--- config.mk ---
export PLATFORM = sky130hd
export DESIGN_NAME = murmur2_hash_32_unit
export DESIGN_NICKNAME = d
export VERILOG_FILES = /design/src/rtl/core/mm2_pkg.sv /design/src/rtl/core/murmur2_hash_32_unit.sv /design/src/rtl/core/mm2_front.sv /design/src/rtl/core/mm2_queue.sv /design/src/rtl/core/mm2_back.sv
export SDC_FILE = /design/constraint.sdc
export NUM_CORES = 1
export LEC_CHECK = 0
export ABC_AREA = 0
export BUFFER_PORTS_ARGS = -buffer_cell sky130_fd_sc_hd__clkbuf_2
export CORE_ASPECT_RATIO = 0.5
export CORE_MARGIN = 4
export CORE_UTILIZATION = 40
export CTS_BUF_LIST = sky130_fd_sc_hd__clkbuf_2
export CTS_CLUSTER_DIAMETER = 150
export CTS_CLUSTER_SIZE = 28
export DETAILED_ROUTE_END_ITERATION = 10
export GPL_TIMING_DRIVEN = 0
export MAX_ROUTING_LAYER = met4
export PLACE_DENSITY = 0.63
export SLEW_MARGIN = 15
export SYNTH_ARGS = -nofsm -noshare
export SYNTH_HDL_FRONTEND = slang
export SYNTH_HIERARCHICAL = 1
export SYNTH_SLANG_ARGS = --single-unit
--- constraint.sdc ---
create_clock -name clock -period 8 [get_ports clock]
set_input_delay 0 -clock clock [delete_from_list [all_inputs] [get_ports clock]]
set_output_delay 0 -clock clock [all_outputs]
set_load 0.05 [all_outputs]
--- src/rtl/core/mm2_pkg.sv ---
// ----------------------------------------------------------------------------
// mm2_pkg
// Shared types and constants for the 32-bit MurmurHash2 unit.
// ----------------------------------------------------------------------------
package mm2_pkg;

   localparam logic [31:0] MIX_MUL     = 32'h5bd1_e995;
   localparam int          MIX_SHIFT   = 24;
   localparam int          FIN_SHIFT_A = 13;
   localparam int          FIN_SHIFT_B = 15;
   localparam logic [31:0] SEED_RESET  = 32'h9e37_79b1;

   localparam int CSR_ADDR_W = 3;
   localparam int CSR_DATA_W = 32;
   localparam logic REG_SEED_INDEX = 1'b0;

   localparam int QUEUE_DEPTH = 2;
   localparam int QPTR_W      = $clog2(QUEUE_DEPTH);
   localparam int QCNT_W      = $clog2(QUEUE_DEPTH + 1);

   localparam logic [1:0] KIND_NONE  = 2'd0;
   localparam logic [1:0] KIND_BLOCK = 2'd1;
   localparam logic [1:0] KIND_TAIL  = 2'd2;

   typedef struct packed {
      logic [31:0] word;
      logic [1:0]  kind;
      logic        first;
      logic [31:0] start;
      logic        last;
   } mm2_item_type;

   typedef struct packed {
      logic valid;
      logic full;
   } mm2_qstat_type;

endpackage

--- src/rtl/core/murmur2_hash_32_unit.sv ---
// ----------------------------------------------------------------------------
// murmur2_hash_32_unit
// Streaming 32-bit MurmurHash2 over little-endian key words.
// ----------------------------------------------------------------------------
//  port group   dir   handshake          carries
//  req_*        in    valid / stall      one key word, byte count, first/last
//  rsp_*        out   valid / stall      finished hash of a key
//  csr_*        in    APB write/read     seed register at address 0
//
//  Back end per word: IDLE K1 K2 HB (full), IDLE TAIL (tail), IDLE (empty);
//  a last word adds avalanche F1 F2. All limited by the single shared 32x32
//  constant multiplier. A 2-entry queue decouples front and back.
//  Synchronous reset; seed resets to 0x9e3779b1, running hash to zero.
//  A stalled result holds in the output register and the back end waits.
module murmur2_hash_32_unit import mm2_pkg::*; (
   input  logic                  clock,
   input  logic                  reset,
   input  logic                  csr_psel,
   input  logic                  csr_penable,
   input  logic                  csr_pwrite,
   input  logic [CSR_ADDR_W-1:0] csr_paddr,
   input  logic [CSR_DATA_W-1:0] csr_pwdata,
   output logic [CSR_DATA_W-1:0] csr_prdata,
   output logic                  csr_pready,
   input  logic                  req_valid,
   output logic                  req_stall,
   input  logic [31:0]           req_data_word,
   input  logic [2:0]            req_valid_bytes,
   input  logic                  req_first_item,
   input  logic [31:0]           req_key_length,
   input  logic                  req_last_item,
   output logic                  rsp_valid,
   input  logic                  rsp_stall,
   output logic [31:0]           rsp_hash_value
);

   mm2_item_type  push_item, head_item;
   mm2_qstat_type qstat;
   logic          q_push, q_pop;

   mm2_front u_front (
      .clock           (clock),
      .reset           (reset),
      .csr_psel        (csr_psel),
      .csr_penable     (csr_penable),
      .csr_pwrite      (csr_pwrite),
      .csr_paddr       (csr_paddr),
      .csr_pwdata      (csr_pwdata),
      .csr_prdata      (csr_prdata),
      .csr_pready      (csr_pready),
      .req_valid       (req_valid),
      .req_stall       (req_stall),
      .req_data_word   (req_data_word),
      .req_valid_bytes (req_valid_bytes),
      .req_first_item  (req_first_item),
      .req_key_length  (req_key_length),
      .req_last_item   (req_last_item),
      .q_full          (qstat.full),
      .q_push          (q_push),
      .q_item          (push_item)
   );

   mm2_queue u_queue (
      .clock     (clock),
      .reset     (reset),
      .push      (q_push),
      .push_item (push_item),
      .pop       (q_pop),
      .head_item (head_item),
      .stat      (qstat)
   );

   mm2_back u_back (
      .clock          (clock),
      .reset          (reset),
      .head_item      (head_item),
      .qstat          (qstat),
      .q_pop          (q_pop),
      .rsp_valid      (rsp_valid),
      .rsp_stall      (rsp_stall),
      .rsp_hash_value (rsp_hash_value)
   );

endmodule

--- src/rtl/core/mm2_front.sv ---
// ----------------------------------------------------------------------------
// mm2_front
// Seed register, APB decode and classification of incoming key words.
// ----------------------------------------------------------------------------
module mm2_front import mm2_pkg::*; (
   input  logic                  clock,
   input  logic                  reset,
   input  logic                  csr_psel,
   input  logic                  csr_penable,
   input  logic                  csr_pwrite,
   input  logic [CSR_ADDR_W-1:0] csr_paddr,
   input  logic [CSR_DATA_W-1:0] csr_pwdata,
   output logic [CSR_DATA_W-1:0] csr_prdata,
   output logic                  csr_pready,
   input  logic                  req_valid,
   output logic                  req_stall,
   input  logic [31:0]           req_data_word,
   input  logic [2:0]            req_valid_bytes,
   input  logic                  req_first_item,
   input  logic [31:0]           req_key_length,
   input  logic                  req_last_item,
   input  logic                  q_full,
   output logic                  q_push,
   output mm2_item_type          q_item
);

   logic [31:0] seed_ff, seed_in;
   logic        reg_index;

   assign reg_index  = csr_paddr[CSR_ADDR_W-1];
   assign csr_pready = 1'b1;

   always_comb begin
      seed_in = seed_ff;
      if (csr_psel && csr_penable && csr_pwrite && (reg_index == REG_SEED_INDEX)) begin
         seed_in = csr_pwdata;
      end
   end

   always_ff @(posedge clock) begin
      if (reset) begin
         seed_ff <= SEED_RESET;
      end else begin
         seed_ff <= seed_in;
      end
   end

   assign csr_prdata = (reg_index == REG_SEED_INDEX) ? seed_ff : '0;

   assign req_stall = q_full;
   assign q_push    = req_valid && !q_full;

   always_comb begin
      q_item.first = req_first_item;
      q_item.last  = req_last_item;
      q_item.start = seed_ff ^ req_key_length;
      q_item.word  = req_data_word;
      q_item.kind  = KIND_NONE;
      unique case (req_valid_bytes) inside
         3'd0: begin
            q_item.kind = KIND_NONE;
         end
         3'd1: begin
            q_item.kind = KIND_TAIL;
            q_item.word = {24'd0, req_data_word[7:0]};
         end
         3'd2: begin
            q_item.kind = KIND_TAIL;
            q_item.word = {16'd0, req_data_word[15:0]};
         end
         3'd3: begin
            q_item.kind = KIND_TAIL;
            q_item.word = {8'd0, req_data_word[23:0]};
         end
         [3'd4:3'd7]: begin
            q_item.kind = KIND_BLOCK;
         end
         default: begin
            q_item.kind = KIND_NONE;
         end
      endcase
   end

endmodule

--- src/rtl/core/mm2_queue.sv ---
// ----------------------------------------------------------------------------
// mm2_queue
// Short FIFO of classified words between front and back.
// ----------------------------------------------------------------------------
module mm2_queue import mm2_pkg::*; (
   input  logic          clock,
   input  logic          reset,
   input  logic          push,
   input  mm2_item_type  push_item,
   input  logic          pop,
   output mm2_item_type  head_item,
   output mm2_qstat_type stat
);

   mm2_item_type      mem_ff [QUEUE_DEPTH];
   logic [QPTR_W-1:0] wr_ptr_ff, wr_ptr_in;
   logic [QPTR_W-1:0] rd_ptr_ff, rd_ptr_in;
   logic [QCNT_W-1:0] count_ff, count_in;
   logic              do_push, do_pop;

   assign stat.valid = (count_ff != '0);
   assign stat.full  = (count_ff == QCNT_W'(QUEUE_DEPTH));
   assign do_push    = push && !stat.full;
   assign do_pop     = pop && stat.valid;
   assign head_item  = mem_ff[rd_ptr_ff];

   always_comb begin
      wr_ptr_in = wr_ptr_ff;
      rd_ptr_in = rd_ptr_ff;
      count_in  = count_ff;
      if (do_push) begin
         wr_ptr_in = wr_ptr_ff + 1'b1;
      end
      if (do_pop) begin
         rd_ptr_in = rd_ptr_ff + 1'b1;
      end
      if (do_push && !do_pop) begin
         count_in = count_ff + 1'b1;
      end else if (do_pop && !do_push) begin
         count_in = count_ff - 1'b1;
      end
   end

   always_ff @(posedge clock) begin
      if (reset) begin
         wr_ptr_ff <= '0;
         rd_ptr_ff <= '0;
         count_ff  <= '0;
      end else begin
         wr_ptr_ff <= wr_ptr_in;
         rd_ptr_ff <= rd_ptr_in;
         count_ff  <= count_in;
      end
   end

   always_ff @(posedge clock) begin
      if (do_push) begin
         mem_ff[wr_ptr_ff] <= push_item;
      end
   end

endmodule

--- src/rtl/core/mm2_back.sv ---
// ----------------------------------------------------------------------------
// mm2_back
// Mixing sequencer around one shared constant multiplier, plus result register.
// ----------------------------------------------------------------------------
module mm2_back import mm2_pkg::*; (
   input  logic          clock,
   input  logic          reset,
   input  mm2_item_type  head_item,
   input  mm2_qstat_type qstat,
   output logic          q_pop,
   output logic          rsp_valid,
   input  logic          rsp_stall,
   output logic [31:0]   rsp_hash_value
);

   localparam logic [2:0] ST_IDLE = 3'd0;
   localparam logic [2:0] ST_K1   = 3'd1;
   localparam logic [2:0] ST_K2   = 3'd2;
   localparam logic [2:0] ST_HB   = 3'd3;
   localparam logic [2:0] ST_TAIL = 3'd4;
   localparam logic [2:0] ST_F1   = 3'd5;
   localparam logic [2:0] ST_F2   = 3'd6;

   logic [2:0]  state_ff, state_in;
   logic [31:0] hash_ff, hash_in;
   logic [31:0] k_ff, k_in;
   logic        last_ff, last_in;
   logic        rsp_valid_ff, rsp_valid_in;
   logic [31:0] rsp_hash_ff, rsp_hash_in;
   logic [31:0] mul_a, prod;
   logic        out_free;

   assign prod     = mul_a * MIX_MUL;
   assign out_free = !rsp_valid_ff || !rsp_stall;

   always_comb begin
      state_in     = state_ff;
      hash_in      = hash_ff;
      k_in         = k_ff;
      last_in      = last_ff;
      rsp_valid_in = rsp_valid_ff && rsp_stall;
      rsp_hash_in  = rsp_hash_ff;
      mul_a        = hash_ff;
      q_pop        = 1'b0;
      unique case (state_ff)
         ST_IDLE: begin
            if (qstat.valid) begin
               q_pop   = 1'b1;
               k_in    = head_item.word;
               last_in = head_item.last;
               if (head_item.first) begin
                  hash_in = head_item.start;
               end
               if (head_item.kind == KIND_BLOCK) begin
                  state_in = ST_K1;
               end else if (head_item.kind == KIND_TAIL) begin
                  state_in = ST_TAIL;
               end else if (head_item.last) begin
                  state_in = ST_F1;
               end
            end
         end
         ST_K1: begin
            mul_a    = k_ff;
            k_in     = prod;
            state_in = ST_K2;
         end
         ST_K2: begin
            mul_a    = k_ff ^ (k_ff >> MIX_SHIFT);
            k_in     = prod;
            state_in = ST_HB;
         end
         ST_HB: begin
            mul_a    = hash_ff;
            hash_in  = prod ^ k_ff;
            state_in = last_ff ? ST_F1 : ST_IDLE;
         end
         ST_TAIL: begin
            mul_a    = hash_ff ^ k_ff;
            hash_in  = prod;
            state_in = last_ff ? ST_F1 : ST_IDLE;
         end
         ST_F1: begin
            mul_a    = hash_ff ^ (hash_ff >> FIN_SHIFT_A);
            hash_in  = prod;
            state_in = ST_F2;
         end
         ST_F2: begin
            if (out_free) begin
               rsp_valid_in = 1'b1;
               rsp_hash_in  = hash_ff ^ (hash_ff >> FIN_SHIFT_B);
               hash_in      = '0;
               state_in     = ST_IDLE;
            end
         end
         default: begin
            state_in = ST_IDLE;
         end
      endcase
   end

   always_ff @(posedge clock) begin
      if (reset) begin
         state_ff     <= ST_IDLE;
         hash_ff      <= '0;
         rsp_valid_ff <= 1'b0;
      end else begin
         state_ff     <= state_in;
         hash_ff      <= hash_in;
         rsp_valid_ff <= rsp_valid_in;
      end
   end

   always_ff @(posedge clock) begin
      k_ff        <= k_in;
      last_ff     <= last_in;
      rsp_hash_ff <= rsp_hash_in;
   end

   assign rsp_valid      = rsp_valid_ff;
   assign rsp_hash_value = rsp_hash_ff;

endmodule

# --- Yosys cells after proc, flatten, opt, wreduce, memory -nomap -nowiden ---
# Memory sizes are Yosys's and may differ from the RTL's. A register that Yosys moved wholly into a read port is not among the register bits.
# Index checks and enable logic that the tools add are counted.
word_totals:
  mem_count: 1
  reg_bits: 137
  inputBits: 111
  mem_bits_rw: 136
mem_list:
  columns: ["name", "depth", "width", "read_ports", "rd_clocked_by_memory_dff", "write_ports", "line", "text"]
  rows:
  - ["u_queue.mem_ff", 2, 68, 1, 1, 1, "mm2_queue.sv:15", "mm2_item_type mem_ff [QUEUE_DEPTH];"]
classes:
  bitwise_logic: 7
  reduce_logical: 30
  n_eq_ne: 16
  n_lt_le_gt_ge: 2
  multipliers: 1
  n_mux: 27
  n_addsub: 4
op_table:
  columns: ["cell", "n"]
  rows:
  - ["$pmux 32 s4", 2]
  - ["$mux 32", 5]
  - ["$pmux 32 s3", 1]
  - ["$xor 32x32->32", 3]
  - ["$pmux 32 s2", 1]
  - ["$mul 32x31->32 const B", 1]
  - ["$xor 32x17->32", 1]
  - ["$xor 32x19->32", 1]
  - ["$xor 32x8->32", 1]
  - ["$mux 3", 6]
  - ["$pmux 3 s6", 1]
  - ["$eq 3x2->1 const B", 4]
  - ["$logic_and 1x1->1", 10]
  - ["$eq 3x3->1 const B", 3]
  - ["$mux 1", 8]
  - ["$eq 3x1->1 const B", 2]
  - ["$reduce_and 2->1", 3]
  - ["$reduce_bool 2->1", 3]
  - ["$reduce_or 2->1", 3]
  - ["$logic_not 1->1", 5]
  - ["$eq 2x2->1 const B", 2]
  - ["$mux 2", 2]
  - ["$ne 2x2->1 const B", 2]
  - ["$ne 4x1->1 const B", 1]
  - ["other kinds (15)", 16]

# --- Logic depth before layout (Yosys ltp) ---
logic_depth:
  ltp_word: 8
  mapped_depth: 35
  depth_no_buf: 32

# --- Cells and area by module ---
# The synthesis kept the hierarchy.
by_module_without_submodules:
  columns: ["mod", "instances", "area_each_um2", "cells_each"]
  rows:
  - ["mm2_back", 1, 15658.8, 1724]
  - ["mm2_queue", 1, 5203.7, 237]
  - ["mm2_front", 1, 2175.8, 251]

# --- Worst setup path after synthesis ---
# Ideal clock, no wire load.
synth_timing:
  path_kind: "register -> register"
  from: "register u_back.state_ff[2]"
  to: "register u_back.hash_ff[30]"
  required_time_ns: 7.921
  setup_slack_ns: -0.616
  t_arrival_ns: 8.537
  setup_ns: 0.079
  path_stages_with_launch: 32
  n_path_buf: 5
  period_less_slack_ns: 8.616
  cell_sequence: "dfxtp_1 -> buf_6 -> clkbuf_1 -> clkbuf_1 -> buf_1 -> clkbuf_1 -> nor2_1 -> a31oi_1 -> a21oi_1 -> a21oi_1 -> fa_1 -> ha_1 -> inv_1 -> fa_1 -> fa_1 -> fa_1 -> inv_1 -> fa_1 -> fa_1 -> inv_1 -> fa_1 -> inv_1 -> ha_1 -> and3_1 -> a221o_1 -> a21oi_1 -> nor2b_1 -> nor3_1 -> o21ai_1 -> and4_1 -> or4b_1 -> o211ai_1"
synth_between:
  elab_chain_cells: 5
  word_cells_on_any_way: 17
  classes_between: "mul (1); eq/ne (9); mux (2); bitwise (1); reduce/logical (4)"
synth_rtl:
  columns: ["element", "line", "text"]
  rows:
  - ["start: declaration", "mm2_back.sv:24", "logic [2:0] state_ff, state_in;"]
  - ["start signal: assignment", "mm2_back.sv:108", "state_ff <= state_in;"]
  - ["$eq 3x3->1 (tied with other cells)", "mm2_back.sv:45", "unique case (state_ff)"]
  - ["$pmux 32 s4", "mm2_back.sv:45", null]
  - ["$mul 32x31->32", "mm2_back.sv:33", "assign prod = mul_a * MIX_MUL;"]
  - ["$xor 32x32->32", "mm2_back.sv:75", "hash_in = prod ^ k_ff;"]
  - ["$pmux 32 s4", "mm2_back.sv:45", null]
  - ["end signal: assignment", "mm2_back.sv:109", "hash_ff <= hash_in;"]
  - ["end: declaration", "mm2_back.sv:25", "logic [31:0] hash_ff, hash_in;"]
# Several ways; a longest one is shown, not always the timed one.
# A chain may end at the register's enable or synchronous reset.

# --- Final worst setup path ---
layout_timing:
  from: "register u_back.state_ff[0]"
  to: "register u_back.hash_ff[30]"
# Same word-level chain as after synthesis.

==> impl_metrics.toml <==
[clock_tree]
path_clk_slew_ns = 0.60
cts_made_buffers = 13
cts_buffer_depth = 3
cts_max_level = 1
root_buffer = "clkbuf_2"
clock_latency_ns = 1.02
cts.sinks = 274
cts_tree = "done"

[global_route]
grt_max_degree = 51
grt_overflow = 0
track_usage_pct = 25.26
grt_antenna_before_repair = 2
grt_pass1_vias = 18860
grt_pass1_wl_mm = 115.7

[route]
ant_nets = 0
drt_iter0_drc = 1513
num_vias = 18640
wl_mm = 77.03
drc = 0
wl_per_cell_um = 21.95
vias_per_cell = 5.310
first_pass_iters = 8

[critical_path]
critPathMaxStageDelay_ns = 0.54
worstSetupStartpointType = "register"
worstPathRequired_ns = 8.87
r2r_setup_slack_ns = -0.05
critPathKind = "register to register"
cp_max_fo = 6
cpMostUsedCell = "fa_1"
crit_start = "u_back/state_ff[0]$_SDFFE_PP0P_"
crit_arrival_ns = 8.92
crit_slowest_cell = "fa_1"
reg2reg_from = "u_back/state_ff[0]$_SDFFE_PP0P_"
endpoint_kind = "register"

[floorplanning]
die-height_um = 177.7
core-area_sq_mm = 0.05625
io_pins = 178
dieWidth_um = 347.4
num_rows = 61
dieArea_sq_mm = 0.06173
start_util_pct = 40.96

[yosys]
yosys_warnings = 6
netlist_top_cells_area = "edfxtp_1 (26%), fa_1 (15%), ha_1 (12%)"
avgSynthCellArea_sq_um = 10.42
synth-edff-count = 201
synth_top_family_by_area = "adder cells"
synth_cell_type_count = 82
synth_cells = 2212
synth.top_cell.area_share_pct = 26.20
synth_nets = 2717
synthesis.area_sq_mm = 0.02304
muxShareOfSynthArea_pct = 6.262
synth_top_cell_by_area = "edfxtp_1"
ys.flop_type = "edfxtp_1"
synth_adder_area_share_pct = 27.20
async_flop_share_pct = 0
ys_seq_area_share_pct = 32.54
synth_seq_cells = 274
synth-xor-area-share_pct = 5.746
synth-simple-area-share_pct = 9.108
synth_compound_area_share_pct = 10.53

[finish]
final_nets = 3250
drive_gt1_share_pct = 21.15
layout_commonest_cell = "inv_1"
multi_input_area_sq_mm = 0.01435
n_fill_cell = 4899
final_cell_mix = "inv_1 (344), dlygate4sd3_1 (256), ha_1 (201), edfxtp_1 (201), clkbuf_2 (185)"
area_growth_pct = 28.56
ff_latch_area_sq_mm = 0.007508
final_cells = 3510

[placement]
port_buffers = 164
place_inst = 3140
place_ws_ns = -2.091
dp.final_hpwl_mm = 56.20
place_congestion = 0.9827

[timing]
rsz0062_at_grt = "true"
timing.setup.tns_ns = -0.1111
hold_viol = 0
tightest_slew_ns = 1.038
fin_crit_sh_pct = 100.6
finalSetupViolations = 3
slew_headroom_pct = 30.40
finClkSkew_ns = 0.1767
min_period_ns = 8.052
finalMaxSlewViolations = 0
clock.fmax_ghz = 0.1242
worst_slack_ns = -0.05187

[hold_path]
min_from = "req_valid_bytes[2]"
hp-class = "input port to register"

[outcome]
failed_checks = "negative setup slack"
status = "finished with violations"

[job]
maxCapViolCount = 0
-- flip-flops by register name, summed over array words and instances, names as in the netlist, named ones only --
| name | count |
|---|---|
| u_back/hash_ff | 32 |
| u_queue/count_ff | 2 |
| u_queue/mem_ff | 136 |
| u_back/rsp_hash_value | 32 |
| u_queue/wr_ptr_ff | 1 |
| u_back/last_ff | 1 |
| u_queue/rd_ptr_ff | 1 |
| u_back/rsp_valid | 1 |
| u_back/state_ff | 3 |
| u_back/k_ff | 32 |
| u_front/seed_ff | 32 |
-- stage by stage --
step / hold WS (ns) / util (%) / instance area (sq um)
2_1_floorplan: 0.06907 / - / 23080
3_3_place_gp: 0.1861 / 44.17 / 24850
3_5_place_dp: 0.1893 / 44.49 / 25030
4_1_cts: 0.1678 / 51.20 / 28800
5_1_grt: 0.2113 / 52.65 / 29620
6_report: 0.2342 / 52.65 / 29620
-- cell families after synthesis --
| family | count (synthesis) |
|---|---|
| other | 1 |
| DFF | 274 |
| muxes | 127 |
| buffers and inverters | 479 |
| and+or+nand+nor | 437 |
| adders and majority gates | 394 |
| AOI/OAI and AO/OA | 352 |
| xor gates and xnor gates | 148 |
-- synth_stat cells, types with 37 or more instances --
master and count:
clkbuf_1 70, edfxtp_1 201, xor2_1 90, nor2_1 135
inv_1 364, fa_1 178, mux2_2 57, nand2_1 116
mux2i_1 50, o21ai_0 62, dfxtp_1 73, ha_1 216
a21oi_1 59, nor2b_1 37, xnor2_1 56
-- repair_timing --
| item | 4_1_cts | 5_1_grt |
|---|---|---|
| gates cloned | 1 | 1 |
| hold buffers | 256 | 0 |
| endpoints found under the setup margin | 37 | 28 |
| hold endpoints to repair | 269 | 0 |
| gates resized for setup | 156 | 107 |
| pin swaps | 18 | 63 |
| setup buffers | 46 | 51 |
-- cell type report --
type / instances / area share [%]
antenna: 2 / 0.01690
buffer: 105 / 3.025
clock buffer: 20 / 0.3380
clock inverter: 2 / 0.03802
inverter: 365 / 4.693
multi-input combinational: 1459 / 48.45
sequential: 274 / 25.35
tap: 756 / 3.194
timing repair buffer: 527 / 14.89
-- worst max-delay path: cells and delay by family, from the launching register on --
family                   cells  cell delay, ns
AND/OR/NAND/NOR              6            1.48
adder cells (fa/ha/maj)      9            4.02
AO/OA/AOI/OAI                6            1.02
buffers and inverters        9            0.88
flip-flops                   1            0.49
-- routing by layer --
layer / vias to the layer above / part of all wire [%] / global-route usage (%)
met5: - / 0 / -
li1: 8518 / - / -
met4: 0 / 2.7 / 6.352
met1: 9243 / 43 / 34.03
met3: 119 / 7.1 / 2.292
met2: 758 / 47 / 41.49
-- final timing paths --
check                           cells past startpoint                         endpoint
worst max register to register                     30  u_back/hash_ff[30]$_SDFFE_PP0P_
worst min register to register                      2                         register
worst min-delay path                                4  u_queue/mem_ff[0][52]$_DFFE_PP_
worst max-delay path                               30  u_back/hash_ff[30]$_SDFFE_PP0P_
Power is left out: the tool's default activity adds up to more than one toggle a clock period on the data nets, which glitch-free logic cannot reach.
